[config.mk]
export PLATFORM = sky130hd
export DESIGN_NAME = servo_command_frame_builder
export DESIGN_NICKNAME = d
export VERILOG_FILES = /design/src/hdl/scf_pkg.sv /design/src/hdl/servo_command_frame_builder.sv /design/src/hdl/scf_queue.sv /design/src/hdl/scf_front.sv /design/src/hdl/scf_back.sv
export SDC_FILE = /design/constraint.sdc
export NUM_CORES = 1
export LEC_CHECK = 0
export BUFFER_PORTS_ARGS = -buffer_cell sky130_fd_sc_hd__clkbuf_2
export CAP_MARGIN = 10
export CORE_MARGIN = 2
export CORE_UTILIZATION = 58
export CTS_CLUSTER_DIAMETER = 200
export DETAILED_ROUTE_END_ITERATION = 16
export GPL_TIMING_DRIVEN = 0
export PLACE_DENSITY = 0.77
export SLEW_MARGIN = 20
export SYNTH_ARGS = -nofsm -noshare
export SYNTH_HDL_FRONTEND = slang
export SYNTH_SLANG_ARGS = --single-unit
export TNS_END_PERCENT = 5
[constraint.sdc]
create_clock -name clk_i -period 9.95 [get_ports clk_i]
set_input_delay 1.99 -clock clk_i [delete_from_list [all_inputs] [get_ports clk_i]]
set_output_delay 1.99 -clock clk_i [all_outputs]
set_load 0.05 [all_outputs]
[src/hdl/scf_pkg.sv]
// Types and constants of the servo command frame builder.
`timescale 1ns / 1ps
package scf_pkg;

  typedef enum logic {
    OP_MOVE   = 1'b0,
    OP_SET_ID = 1'b1
  } op_e;

  localparam logic [7:0]  HDR_BYTE  = 8'h55;
  localparam logic [7:0]  MOVE_CMD  = 8'd1;
  localparam logic [7:0]  MOVE_LEN  = 8'd7;
  localparam logic [7:0]  SETID_CMD = 8'd13;
  localparam logic [7:0]  SETID_LEN = 8'd4;
  localparam logic [10:0] UNITS_MAX = 11'd1000;
  // floor(y / 3) for y below 4096 as (y * 2731) >> 13
  localparam logic [11:0] RECIP3    = 12'd2731;

  localparam int QDEPTH = 2;
  localparam int QPTR_W = $clog2(QDEPTH);
  localparam int QCNT_W = $clog2(QDEPTH + 1);

  // byte positions within a frame
  localparam logic [3:0] IDX_HDR0 = 4'd0;
  localparam logic [3:0] IDX_HDR1 = 4'd1;
  localparam logic [3:0] IDX_ID   = 4'd2;
  localparam logic [3:0] IDX_LEN  = 4'd3;
  localparam logic [3:0] IDX_CMD  = 4'd4;
  localparam logic [3:0] IDX_P0   = 4'd5;
  localparam logic [3:0] IDX_P1   = 4'd6;
  localparam logic [3:0] IDX_P2   = 4'd7;
  localparam logic [3:0] IDX_P3   = 4'd8;
  localparam logic [3:0] IDX_MOVE_LAST  = 4'd9;
  localparam logic [3:0] IDX_SETID_LAST = 4'd6;

  typedef struct packed {
    op_e        op;
    logic [7:0] id;
    logic [7:0] p0;
    logic [7:0] p1;
    logic [7:0] p2;
    logic [7:0] p3;
  } cmd_t;

  typedef struct packed {
    logic valid;
    cmd_t cmd;
  } q_beat_t;

endpackage

[src/hdl/servo_command_frame_builder.sv]
// Top level of the servo command frame builder.
`timescale 1ns / 1ps
// Usage:
//   Command channel: a command beat is taken at a rising edge with start_i
//   high and busy_o low; operation_i selects move (angle and time) or set-ID.
//   Byte channel: each frame byte shows on tx_byte_o for one cycle with
//   tx_valid_o high; last_byte_o marks the checksum byte closing the frame.
//   Frames are two 0x55 bytes, ID, length, command, parameters, checksum.
// Path: a taken command passes front stages A and B and the queue; the first
//   byte of its frame is then registered out when the byte side is idle.
// Throughput: one byte per cycle while a command is queued; a move frame has
//   10 bytes and a set-ID frame 7, from the single byte-wide output sequencer.
//   Frames follow each other back to back when the next command is queued.
// Buffering: a two-stage front pipeline feeds a two-entry command queue;
//   busy_o is high while the queue plus in-flight commands are full.
// Reset: asynchronous, clears the pipeline, queue and sequencer; no strobe
//   is given until a command is taken. The receiver cannot stall the
//   byte channel, so no back-pressure exists on that side.
module servo_command_frame_builder (
  input  logic        clk_i,
  input  logic        rst_ni,
  input  logic        start_i,
  output logic        busy_o,
  input  logic        operation_i,
  input  logic [7:0]  servo_id_i,
  input  logic [15:0] angle_deg_q8_i,
  input  logic [14:0] time_ms_i,
  input  logic [7:0]  new_id_i,
  output logic        tx_valid_o,
  output logic [7:0]  tx_byte_o,
  output logic        last_byte_o
);
  import scf_pkg::*;

  q_beat_t           push;
  q_beat_t           head;
  logic              pop;
  logic [QCNT_W-1:0] q_count;

  scf_front u_front (
    .clk_i          (clk_i),
    .rst_ni         (rst_ni),
    .start_i        (start_i),
    .busy_o         (busy_o),
    .operation_i    (operation_i),
    .servo_id_i     (servo_id_i),
    .angle_deg_q8_i (angle_deg_q8_i),
    .time_ms_i      (time_ms_i),
    .new_id_i       (new_id_i),
    .q_count_i      (q_count),
    .push_o         (push)
  );

  scf_queue u_queue (
    .clk_i   (clk_i),
    .rst_ni  (rst_ni),
    .push_i  (push),
    .pop_i   (pop),
    .head_o  (head),
    .count_o (q_count)
  );

  scf_back u_back (
    .clk_i       (clk_i),
    .rst_ni      (rst_ni),
    .head_i      (head),
    .pop_o       (pop),
    .tx_valid_o  (tx_valid_o),
    .tx_byte_o   (tx_byte_o),
    .last_byte_o (last_byte_o)
  );

endmodule

[src/hdl/scf_queue.sv]
// Short command queue between the front and back parts.
`timescale 1ns / 1ps
module scf_queue (
  input  logic                   clk_i,
  input  logic                   rst_ni,
  input  scf_pkg::q_beat_t       push_i,
  input  logic                   pop_i,
  output scf_pkg::q_beat_t       head_o,
  output logic [scf_pkg::QCNT_W-1:0] count_o
);
  import scf_pkg::*;

  cmd_t              mem_q [QDEPTH];
  logic [QPTR_W-1:0] wr_ptr_q, rd_ptr_q;
  logic [QCNT_W-1:0] count_q;
  logic              do_pop;

  assign do_pop       = pop_i && (count_q != '0);
  assign head_o.valid = (count_q != '0);
  assign head_o.cmd   = mem_q[rd_ptr_q];
  assign count_o      = count_q;

  always_ff @(posedge clk_i) begin
    if (push_i.valid) begin
      mem_q[wr_ptr_q] <= push_i.cmd;
    end
  end

  always_ff @(posedge clk_i or negedge rst_ni) begin
    if (!rst_ni) begin
      wr_ptr_q <= '0;
      rd_ptr_q <= '0;
      count_q  <= '0;
    end else begin
      if (push_i.valid) begin
        wr_ptr_q <= (wr_ptr_q == QPTR_W'(QDEPTH - 1)) ? '0 : wr_ptr_q + 1'b1;
      end
      if (do_pop) begin
        rd_ptr_q <= (rd_ptr_q == QPTR_W'(QDEPTH - 1)) ? '0 : rd_ptr_q + 1'b1;
      end
      if (push_i.valid && !do_pop) begin
        count_q <= count_q + 1'b1;
      end else if (!push_i.valid && do_pop) begin
        count_q <= count_q - 1'b1;
      end
    end
  end

endmodule

[src/hdl/scf_front.sv]
// Front part: takes commands, converts the angle, builds parameter bytes.
`timescale 1ns / 1ps
module scf_front (
  input  logic                       clk_i,
  input  logic                       rst_ni,
  input  logic                       start_i,
  output logic                       busy_o,
  input  logic                       operation_i,
  input  logic [7:0]                 servo_id_i,
  input  logic [15:0]                angle_deg_q8_i,
  input  logic [14:0]                time_ms_i,
  input  logic [7:0]                 new_id_i,
  input  logic [scf_pkg::QCNT_W-1:0] q_count_i,
  output scf_pkg::q_beat_t           push_o
);
  import scf_pkg::*;

  logic              take;
  logic [QCNT_W:0]   inflight;
  logic [20:0]       x_d;

  logic              va_q;
  op_e               op_a_q;
  logic [7:0]        id_a_q;
  logic [7:0]        nid_a_q;
  logic [14:0]       tms_a_q;
  logic [20:0]       x_a_q;

  logic [23:0]       prod;
  logic [10:0]       units_raw;
  logic [10:0]       units;
  cmd_t              cmd_d;

  logic              vb_q;
  cmd_t              cmd_b_q;

  // everything in flight must fit in the queue
  assign inflight = {1'b0, q_count_i} + {{QCNT_W{1'b0}}, va_q} + {{QCNT_W{1'b0}}, vb_q};
  assign busy_o   = (inflight >= (QCNT_W + 1)'(QDEPTH));
  assign take     = start_i && !busy_o;

  // q8 angle times 25
  assign x_d = {1'b0, angle_deg_q8_i, 4'b0} + {2'b0, angle_deg_q8_i, 3'b0}
             + {5'b0, angle_deg_q8_i};

  assign prod      = 24'(x_a_q[20:9]) * 24'(RECIP3);
  assign units_raw = prod[23:13];
  assign units     = (units_raw > UNITS_MAX) ? UNITS_MAX : units_raw;

  always_comb begin
    cmd_d.op = op_a_q;
    cmd_d.id = id_a_q;
    case (op_a_q)
      OP_MOVE: begin
        cmd_d.p0 = units[7:0];
        cmd_d.p1 = {5'b0, units[10:8]};
        cmd_d.p2 = tms_a_q[7:0];
        cmd_d.p3 = {1'b0, tms_a_q[14:8]};
      end
      OP_SET_ID: begin
        cmd_d.p0 = nid_a_q;
        cmd_d.p1 = '0;
        cmd_d.p2 = '0;
        cmd_d.p3 = '0;
      end
      default: begin
        cmd_d.p0 = '0;
        cmd_d.p1 = '0;
        cmd_d.p2 = '0;
        cmd_d.p3 = '0;
      end
    endcase
  end

  always_ff @(posedge clk_i) begin
    if (take) begin
      op_a_q  <= op_e'(operation_i);
      id_a_q  <= servo_id_i;
      nid_a_q <= new_id_i;
      tms_a_q <= time_ms_i;
      x_a_q   <= x_d;
    end
    if (va_q) begin
      cmd_b_q <= cmd_d;
    end
  end

  always_ff @(posedge clk_i or negedge rst_ni) begin
    if (!rst_ni) begin
      va_q <= 1'b0;
      vb_q <= 1'b0;
    end else begin
      va_q <= take;
      vb_q <= va_q;
    end
  end

  assign push_o.valid = vb_q;
  assign push_o.cmd   = cmd_b_q;

endmodule

[src/hdl/scf_back.sv]
// Back part: walks a queued command out as frame bytes with running checksum.
`timescale 1ns / 1ps
module scf_back (
  input  logic             clk_i,
  input  logic             rst_ni,
  input  scf_pkg::q_beat_t head_i,
  output logic             pop_o,
  output logic             tx_valid_o,
  output logic [7:0]       tx_byte_o,
  output logic             last_byte_o
);
  import scf_pkg::*;

  logic [3:0] idx_q, idx_d;
  logic [7:0] sum_q, sum_d;
  logic [3:0] last_idx;
  logic       is_last;
  logic [7:0] byte_d;
  logic       tx_valid_q;
  logic [7:0] tx_byte_q;
  logic       last_q;

  assign last_idx = (head_i.cmd.op == OP_MOVE) ? IDX_MOVE_LAST : IDX_SETID_LAST;
  assign is_last  = (idx_q == last_idx);

  always_comb begin
    case (idx_q)
      IDX_HDR0: byte_d = HDR_BYTE;
      IDX_HDR1: byte_d = HDR_BYTE;
      IDX_ID:   byte_d = head_i.cmd.id;
      IDX_LEN:  byte_d = (head_i.cmd.op == OP_MOVE) ? MOVE_LEN : SETID_LEN;
      IDX_CMD:  byte_d = (head_i.cmd.op == OP_MOVE) ? MOVE_CMD : SETID_CMD;
      IDX_P0:   byte_d = head_i.cmd.p0;
      IDX_P1:   byte_d = head_i.cmd.p1;
      IDX_P2:   byte_d = head_i.cmd.p2;
      IDX_P3:   byte_d = head_i.cmd.p3;
      default:  byte_d = '0;
    endcase
    if (is_last) begin
      byte_d = ~sum_q;
    end
  end

  always_comb begin
    sum_d = sum_q;
    idx_d = idx_q;
    pop_o = 1'b0;
    if (head_i.valid) begin
      if (idx_q == IDX_ID) begin
        sum_d = byte_d;
      end else if (!is_last) begin
        sum_d = sum_q + byte_d;
      end
      if (is_last) begin
        idx_d = IDX_HDR0;
        pop_o = 1'b1;
      end else begin
        idx_d = idx_q + 1'b1;
      end
    end
  end

  always_ff @(posedge clk_i) begin
    sum_q     <= sum_d;
    tx_byte_q <= byte_d;
    last_q    <= is_last;
  end

  always_ff @(posedge clk_i or negedge rst_ni) begin
    if (!rst_ni) begin
      idx_q      <= IDX_HDR0;
      tx_valid_q <= 1'b0;
    end else begin
      idx_q      <= idx_d;
      tx_valid_q <= head_i.valid;
    end
  end

  assign tx_valid_o  = tx_valid_q;
  assign tx_byte_o   = tx_byte_q;
  assign last_byte_o = tx_valid_q && last_q;

endmodule

==> impl_metrics.yaml, run 1 <==
run_status:
  status: "completed"
setup_path:
  cp_cell_sequence: "ha_1 -> fa_1 -> inv_1 -> fa_1 -> inv_1 -> fa_1 -> inv_1 -> fa_1 -> inv_1 -> ha_1 -> and3_4 -> a32oi_2 -> a41oi_2 -> a21oi_4 -> nor2_1 -> a211oi_4 -> nor3_1 -> a22o_1"
  crit_family: "adder cells"
  cpPeakStageDelay_ns: 0.53
  crit_type: "reg2reg"
  arrival_ns: 5.85
  critPathBufInv: 4
  crit_slowest_cell: "fa_1"
  crit_path_start_kind: "flop"
  ff2ff_setup_slack_ns: 4.30
  critPathRequiredTime_ns: 10.14
  cp_max_fo: 10
  cp-end-kind: "flop"
drt:
  routed_via_density: 5.695
  antenna_left: 0
  first_pass_iters: 5
  drt_iter0_markers: 371
  drt-total-wl_mm: 19.79
  vias: 6264
  route.detailed.drc: 0
  wire_per_inst_um: 17.99
sta:
  post-route-min-period_ns: 5.654
  rsz0062_at_grt: "false"
  fin_skew_ns: 0.01065
  setup_viol: 0
  finalSetupTns_ns: 0
  fin_crit_sh: 0.5683
  final_hold_viol_count: 0
  slew_headroom: 0.3856
  drv_slew: 0
  tightestPinTransition_ns: 0.9181
  max_freq_ghz: 0.1769
clock_tree:
  clock_latency_ns: 0.44
  clock_path_buffers: 2
  cts_sinks: 177
  cts_hold_buf: 0
  post_cts_buffers: 0
  cts_tree: "done"
  cts_made_buffers: 17
  clkSlewWorstSetupHoldPaths_ns: 0.08
  htreeDepth: 4
  ctsResizeCount: 0
  cts-root-buf: "clkbuf_16"
yosys:
  synth_area_leaders: "edfxtp_1 (46%), ha_1 (14%), fa_1 (10%)"
  mappedNetlistNets: 993
  yosysTopAreaCell: "edfxtp_1"
  synth-async-reset-ratio: 0.06215
  synth_top_area_share: 0.4631
  netlist_instances: 778
  synthDistinctLibCells: 61
  syn_area_per_cell_sq_um: 13.09
  yosys_warnings: 0
  syn_area_sq_um: 10180
  synth_edf_count: 157
  synth_ff_type: "edfxtp_1"
  synth_seq_cells: 177
  synth_seq_area_share: 0.5078
floorplanning:
  die_y_um: 136.5
  core_area_sq_um: 17240
  die_width_um: 136.5
  start_util: 0.5907
  io_pins: 62
  rows: 48
  die-area_sq_um: 18630
run:
  maxCapViolations: 0
grt:
  grt_start_max_net_pins: 34
  grt_pass1_wl_mm: 32.44
  grt_pass1_vias: 6596
  antenna_found_initial: 0
  grt_overflow: 0
  grt_usage: 0.2311
hold_path:
  hp-class: "reg2reg"
placed_design:
  post-dp-hpwl_mm: 15.14
  finalWeightedCongestion: 0.9204
  portBuffers: 61
cells_and_area:
  diodes: 0
  finalNetCount: 1077
  syn_to_final_growth_pct: 13.06
  drive_gt1_frac: 0.1474
## final cells by class
class | instances | area (sq um)
fillers | 1196 | 5725
inverters | 93 | 349.1
plain buffers | 16 | 88.84
multi-input cells | 492 | 4589
well taps | 225 | 281.5
flip-flops and latches | 177 | 5171
clock buffers | 17 | 425.4
repair buffers | 65 | 385.4
clock inverters | 15 | 220.2
## synthesized netlist by cell type (all sizes together) (3+ instances only)
master / instances
a221oi: 3
mux2: 4
clkbuf: 7
nand3: 7
and3: 4
nand2b: 4
xnor2: 19
o22ai: 7
nor2b: 23
o31a: 4
a31oi: 5
a21o: 10
and2: 12
a22oi: 4
o211ai: 3
edfxtp: 157
o41ai: 4
a32o: 3
mux2i: 22
a21oi: 39
nor2: 44
a32oi: 3
o21ai: 17
xor2: 11
buf: 9
dfrtp: 11
o221ai: 3
o21a: 5
nor4: 5
nor3: 13
fa: 51
dfxtp: 9
a22o: 3
inv: 93
ha: 113
nand2: 31
## per-stage QoR
step	std cells	cell area, sq um	setup WS (ns)	util	hold slack, ns
floorplan	778	10180	4.777	-	0.4003
global placement	1064	10770	4.354	0.6247	0.4021
detailed placement	1068	10870	4.295	0.6304	0.4090
CTS	1100	11510	4.287	0.6678	0.4322
global route	1100	11510	4.098	0.6678	0.4383
finish	1100	11510	4.296	0.6678	0.4316
## state kept, by name (all words and copies together) (netlist names)
| register | cells |
|---|---|
| u_front.id_a_q | 8 |
| u_back.last_q | 1 |
| u_queue.wr_ptr_q | 1 |
| u_back.idx_q | 4 |
| u_back.sum_q | 8 |
| u_front.op_a_q | 1 |
| u_back.tx_byte_o | 8 |
| u_front.x_a_q | 12 |
| u_front.vb_q | 1 |
| u_queue.mem_q | 70 |
| u_back.tx_valid_o | 1 |
| u_queue.count_o | 2 |
| u_front.va_q | 1 |
| u_front.tms_a_q | 15 |
| u_front.push_o | 35 |
| u_queue.rd_ptr_q | 1 |
| u_front.nid_a_q | 8 |
## metal layers
metal | global-route usage | wire length [um] | share of wire
met1 | 0.2930 | 8446 | 0.43
met3 | 0.05259 | 1119 | 0.057
met2 | 0.3892 | 9793 | 0.49
met4 | 0.08623 | 431 | 0.022
met5 | 0 | 0 | 0
## layout by cell type, fill, tap and decap left out, types with 4 or more instances in the layout
cell,synthesis,routed
clkbuf_2,0,61
o22ai_1,7,7
buf_12,0,4
inv_12,0,4
and2_1,11,10
nand3_1,7,7
clkbuf_16,0,17
o21a_1,5,5
nor3_1,13,13
edfxtp_1,157,157
xor2_1,11,11
nor2_1,44,43
buf_2,6,6
fa_1,51,51
dfxtp_1,9,9
a31oi_1,5,5
mux2i_1,22,22
nand2b_1,4,4
ha_1,113,113
o21ai_0,16,16
xnor2_1,19,19
a21oi_1,36,36
inv_1,93,93
mux2_2,4,4
o31a_1,4,4
nor4_1,5,5
clkinv_8,0,6
nand2_1,31,31
clkbuf_1,6,6
dfrtp_1,11,10
nor2b_1,23,22
a21o_1,10,10
a22oi_1,4,4
## cells by family after synthesis
logic type	Yosys count	synth area share
mux	26	0.02605
xor+xnor	30	0.02581
compound gates	121	0.08443
buf+inv	109	0.04301
simple gates	150	0.07337
other cells	1	0.0003683
fa+ha+maj	164	0.2392
flops	177	0.5078
## worst reg2reg max path, delay by kind of cell, from the launching register on
kind | cells | cell delay [ns]
AO/OA/AOI/OAI | 5 | 1.41
adder cells (fa/ha/maj) | 6 | 2.85
buffers and inverters | 4 | 0.20
flip-flops | 1 | 0.52
AND/OR/NAND/NOR | 3 | 0.44
## final timing paths
| check | start | endpoint | cells past startpoint |
|---|---|---|---|
| setup / recovery | u_front.x_a_q[10]$_DFFE_PP_ | u_front.push_o[28]$_DFFE_PP_ | 18 |
| hold / removal | u_front.id_a_q[2]$_DFFE_PP_ | u_front.push_o[34]$_DFFE_PP_ | 0 |
| setup reg to reg | u_front.x_a_q[10]$_DFFE_PP_ | u_front.push_o[28]$_DFFE_PP_ | 18 |
| hold reg to reg | u_front.id_a_q[2]$_DFFE_PP_ | u_front.push_o[34]$_DFFE_PP_ | 0 |
| max in group asynchronous | rst_ni | u_front.va_q$_DFF_PN0_ | 1 |
| min in group asynchronous | rst_ni | u_back.idx_q[1]$_DFFE_PN0P_ | 1 |
Power of run 1 is left out: the tool's default activity adds up to more than one toggle a clock period on the data nets, which glitch-free logic cannot reach.
==> inputs of run 2 (changes only) <==
- ABC_AREA: unset -> 1
- PLACE_DENSITY: 0.77 -> 0.76
- clock period: 9.95 -> 5.5 ns (I/O delays scaled with it)
==> impl_metrics.yaml, run 2 <==
drt:
  antenna_left: 0
  drt-total-wl_mm: 21.13
  routed_via_density: 5.351
  route.detailed.drc: 0
  drt_iter0_markers: 468
  first_pass_iters: 5
  wire_per_inst_um: 15.49
  vias: 7299
yosys:
  post-synth-top-count-cell: "nand2_1"
  synth_area_leaders: "edfxtp_1 (44%), ha_1 (13%), fa_1 (9.5%)"
  syn_area_sq_um: 10770
  synth_edf_count: 157
  netlist_instances: 1035
  synth_seq_cells: 177
  synthTopCellsByCount: "nand2_1 (248), inv_1 (171), edfxtp_1 (157)"
  synthDistinctLibCells: 51
  yosysTopAreaCell: "edfxtp_1"
  synth_top_area_share: 0.4376
  syn_area_per_cell_sq_um: 10.41
  synth_ff_type: "edfxtp_1"
  synth-async-reset-ratio: 0.06215
  yosys_warnings: 0
  mappedNetlistNets: 1250
  synth_seq_area_share: 0.4799
grt:
  grt_usage: 0.2269
  grt_pass1_vias: 7457
  grt_overflow: 0
  grt_start_max_net_pins: 36
  antenna_found_initial: 1
  grt_pass1_wl_mm: 34.78
placed_design:
  post-dp-hpwl_mm: 16.10
  finalWeightedCongestion: 0.9051
  post-place-ws_ns: 0.2308
  portBuffers: 61
setup_path:
  cpPeakStageDelay_ns: 0.56
  crit_slowest_cell: "edfxtp_1"
  cp_max_fo: 9
  crit_top_cell: "inv_1"
  crit_path_start_kind: "flop"
  cp-end-kind: "flop"
  cp_cell_sequence: "ha_4 -> fa_1 -> inv_1 -> fa_1 -> inv_1 -> fa_1 -> inv_1 -> fa_1 -> inv_1 -> ha_1 -> a21oi_1 -> and2_1 -> nand3_1 -> xor2_1 -> nand3_1 -> nand2_1 -> nand2_1 -> nand2_2 -> nand3b_1 -> nand2_1 -> inv_1"
  crit_type: "reg2reg"
  arrival_ns: 5.36
  crit_family: "adder cells"
  critPathBufInv: 5
  critPathRequiredTime_ns: 5.67
run_status:
  status: "completed"
floorplanning:
  die_width_um: 140.3
  start_util: 0.5956
  io_pins: 62
  die-area_sq_um: 19680
  die_y_um: 140.3
  rows: 49
  core_area_sq_um: 18090
run:
  maxCapViolations: 0
sta:
  finalSetupTns_ns: 0
  post-route-min-period_ns: 5.189
  max_freq_ghz: 0.1927
  setup_viol: 0
  final_hold_viol_count: 0
  hold_ws_ns: 0.4218
  fin_crit_sh: 0.9434
  setup_slack_ns: 0.3113
  drv_slew: 0
  slew_headroom: 0.3894
  fin_skew_ns: 0.01284
  tightestPinTransition_ns: 0.9125
clock_tree:
  cts_made_buffers: 17
  clock_latency_ns: 0.43
  htreeDepth: 4
  cts_hold_buf: 0
  clock_path_buffers: 2
  cts_tree: "done"
  clkSlewWorstSetupHoldPaths_ns: 0.07
  cts-root-buf: "clkbuf_16"
  cts_sinks: 177
cells_and_area:
  syn_to_final_growth_pct: 12.92
  final_cell_mix: "nand2_1 (248), inv_1 (170), edfxtp_1 (157)"
  largest_reg_flops: 70
  regMostFlops: "u_queue.mem_q"
  layout_commonest_cell: "nand2_1"
  finalNetCount: 1336
  fill_cells: 1336
  drive_gt1_frac: 0.1190
hold_path:
  hp-class: "reg2reg"
-- run 2: cells by family after synthesis --
family | Yosys count | synth area share
and+or+nand+nor | 373 | 0.1439
adders and majority gates | 164 | 0.2260
other | 1 | 0.0003481
xor gates and xnor gates | 24 | 0.02195
DFF | 177 | 0.4799
buffers and inverters | 187 | 0.06585
AOI/OAI and AO/OA | 109 | 0.06202
-- run 2: cell type report --
class | instances | area, sq um | share of cell area
Sequential cell | 177 | 5171 | 0.4251
Antenna cell | 1 | 2.502 | 0.0002057
Multi-Input combinational cell | 671 | 4928 | 0.4052
Clock buffer | 18 | 429.2 | 0.03528
Inverter | 175 | 656.9 | 0.05400
Timing Repair Buffer | 67 | 415.4 | 0.03415
Clock inverter | 14 | 221.5 | 0.01821
Buffer | 12 | 52.55 | 0.004320
Tap cell | 229 | 286.5 | 0.02355
-- run 2: final timing paths --
path / startpoint / endpoint / slack [ns] / depth (start not counted)
max: u_front.x_a_q[10]$_DFFE_PP_ / u_front.push_o[17]$_SDFFCE_PP0P_ / 0.31 / 21
min: u_front.id_a_q[6]$_DFFE_PP_ / u_front.push_o[38]$_DFFE_PP_ / 0.42 / 0
max reg2reg: u_front.x_a_q[10]$_DFFE_PP_ / u_front.push_o[17]$_SDFFCE_PP0P_ / 0.31 / 21
min reg2reg: u_front.id_a_q[6]$_DFFE_PP_ / u_front.push_o[38]$_DFFE_PP_ / 0.42 / 0
max in group asynchronous: rst_ni / u_front.va_q$_DFF_PN0_ / 4.74 / 1
min in group asynchronous: rst_ni / u_back.tx_valid_o$_DFF_PN0_ / 0.53 / 1
-- run 2: through the flow --
stage          std cells  utilization  cell area, sq um
6_report            1364       0.6726             12160
5_1_grt             1363       0.6724             12160
4_1_cts             1361       0.6705             12130
3_5_place_dp        1329       0.6345             11480
3_3_place_gp        1325       0.6284             11360
2_1_floorplan       1035            -             10770
-- run 2: worst register-to-register path, cell delays in order, from the launching register on --
cell      delay (ns)
edfxtp_1        0.56
ha_4            0.34
fa_1            0.50
inv_1           0.05
fa_1            0.50
inv_1           0.05
fa_1            0.53
inv_1           0.06
fa_1            0.52
inv_1           0.04
ha_1            0.32
a21oi_1         0.22
and2_1          0.16
nand3_1         0.18
xor2_1          0.26
nand3_1         0.10
nand2_1         0.07
nand2_1         0.06
nand2_2         0.15
nand3b_1        0.10
nand2_1         0.10
inv_1           0.07
-- run 2: timing repair --
action,in CTS,in global routing
buffers inserted,0,2
endpoints found under the setup margin,0,7
gates resized for setup,0,4
-- run 2: layer usage --
metal	track usage	part of all wire	routed length, um	vias up
met5	0	0	0	-
met4	0.1058	0.038	805	0
met3	0.04308	0.040	848	55
met2	0.4063	0.52	10950	189
met1	0.2642	0.40	8524	3443
li1	-	-	-	3612
Power of run 2 is left out for the same reason.
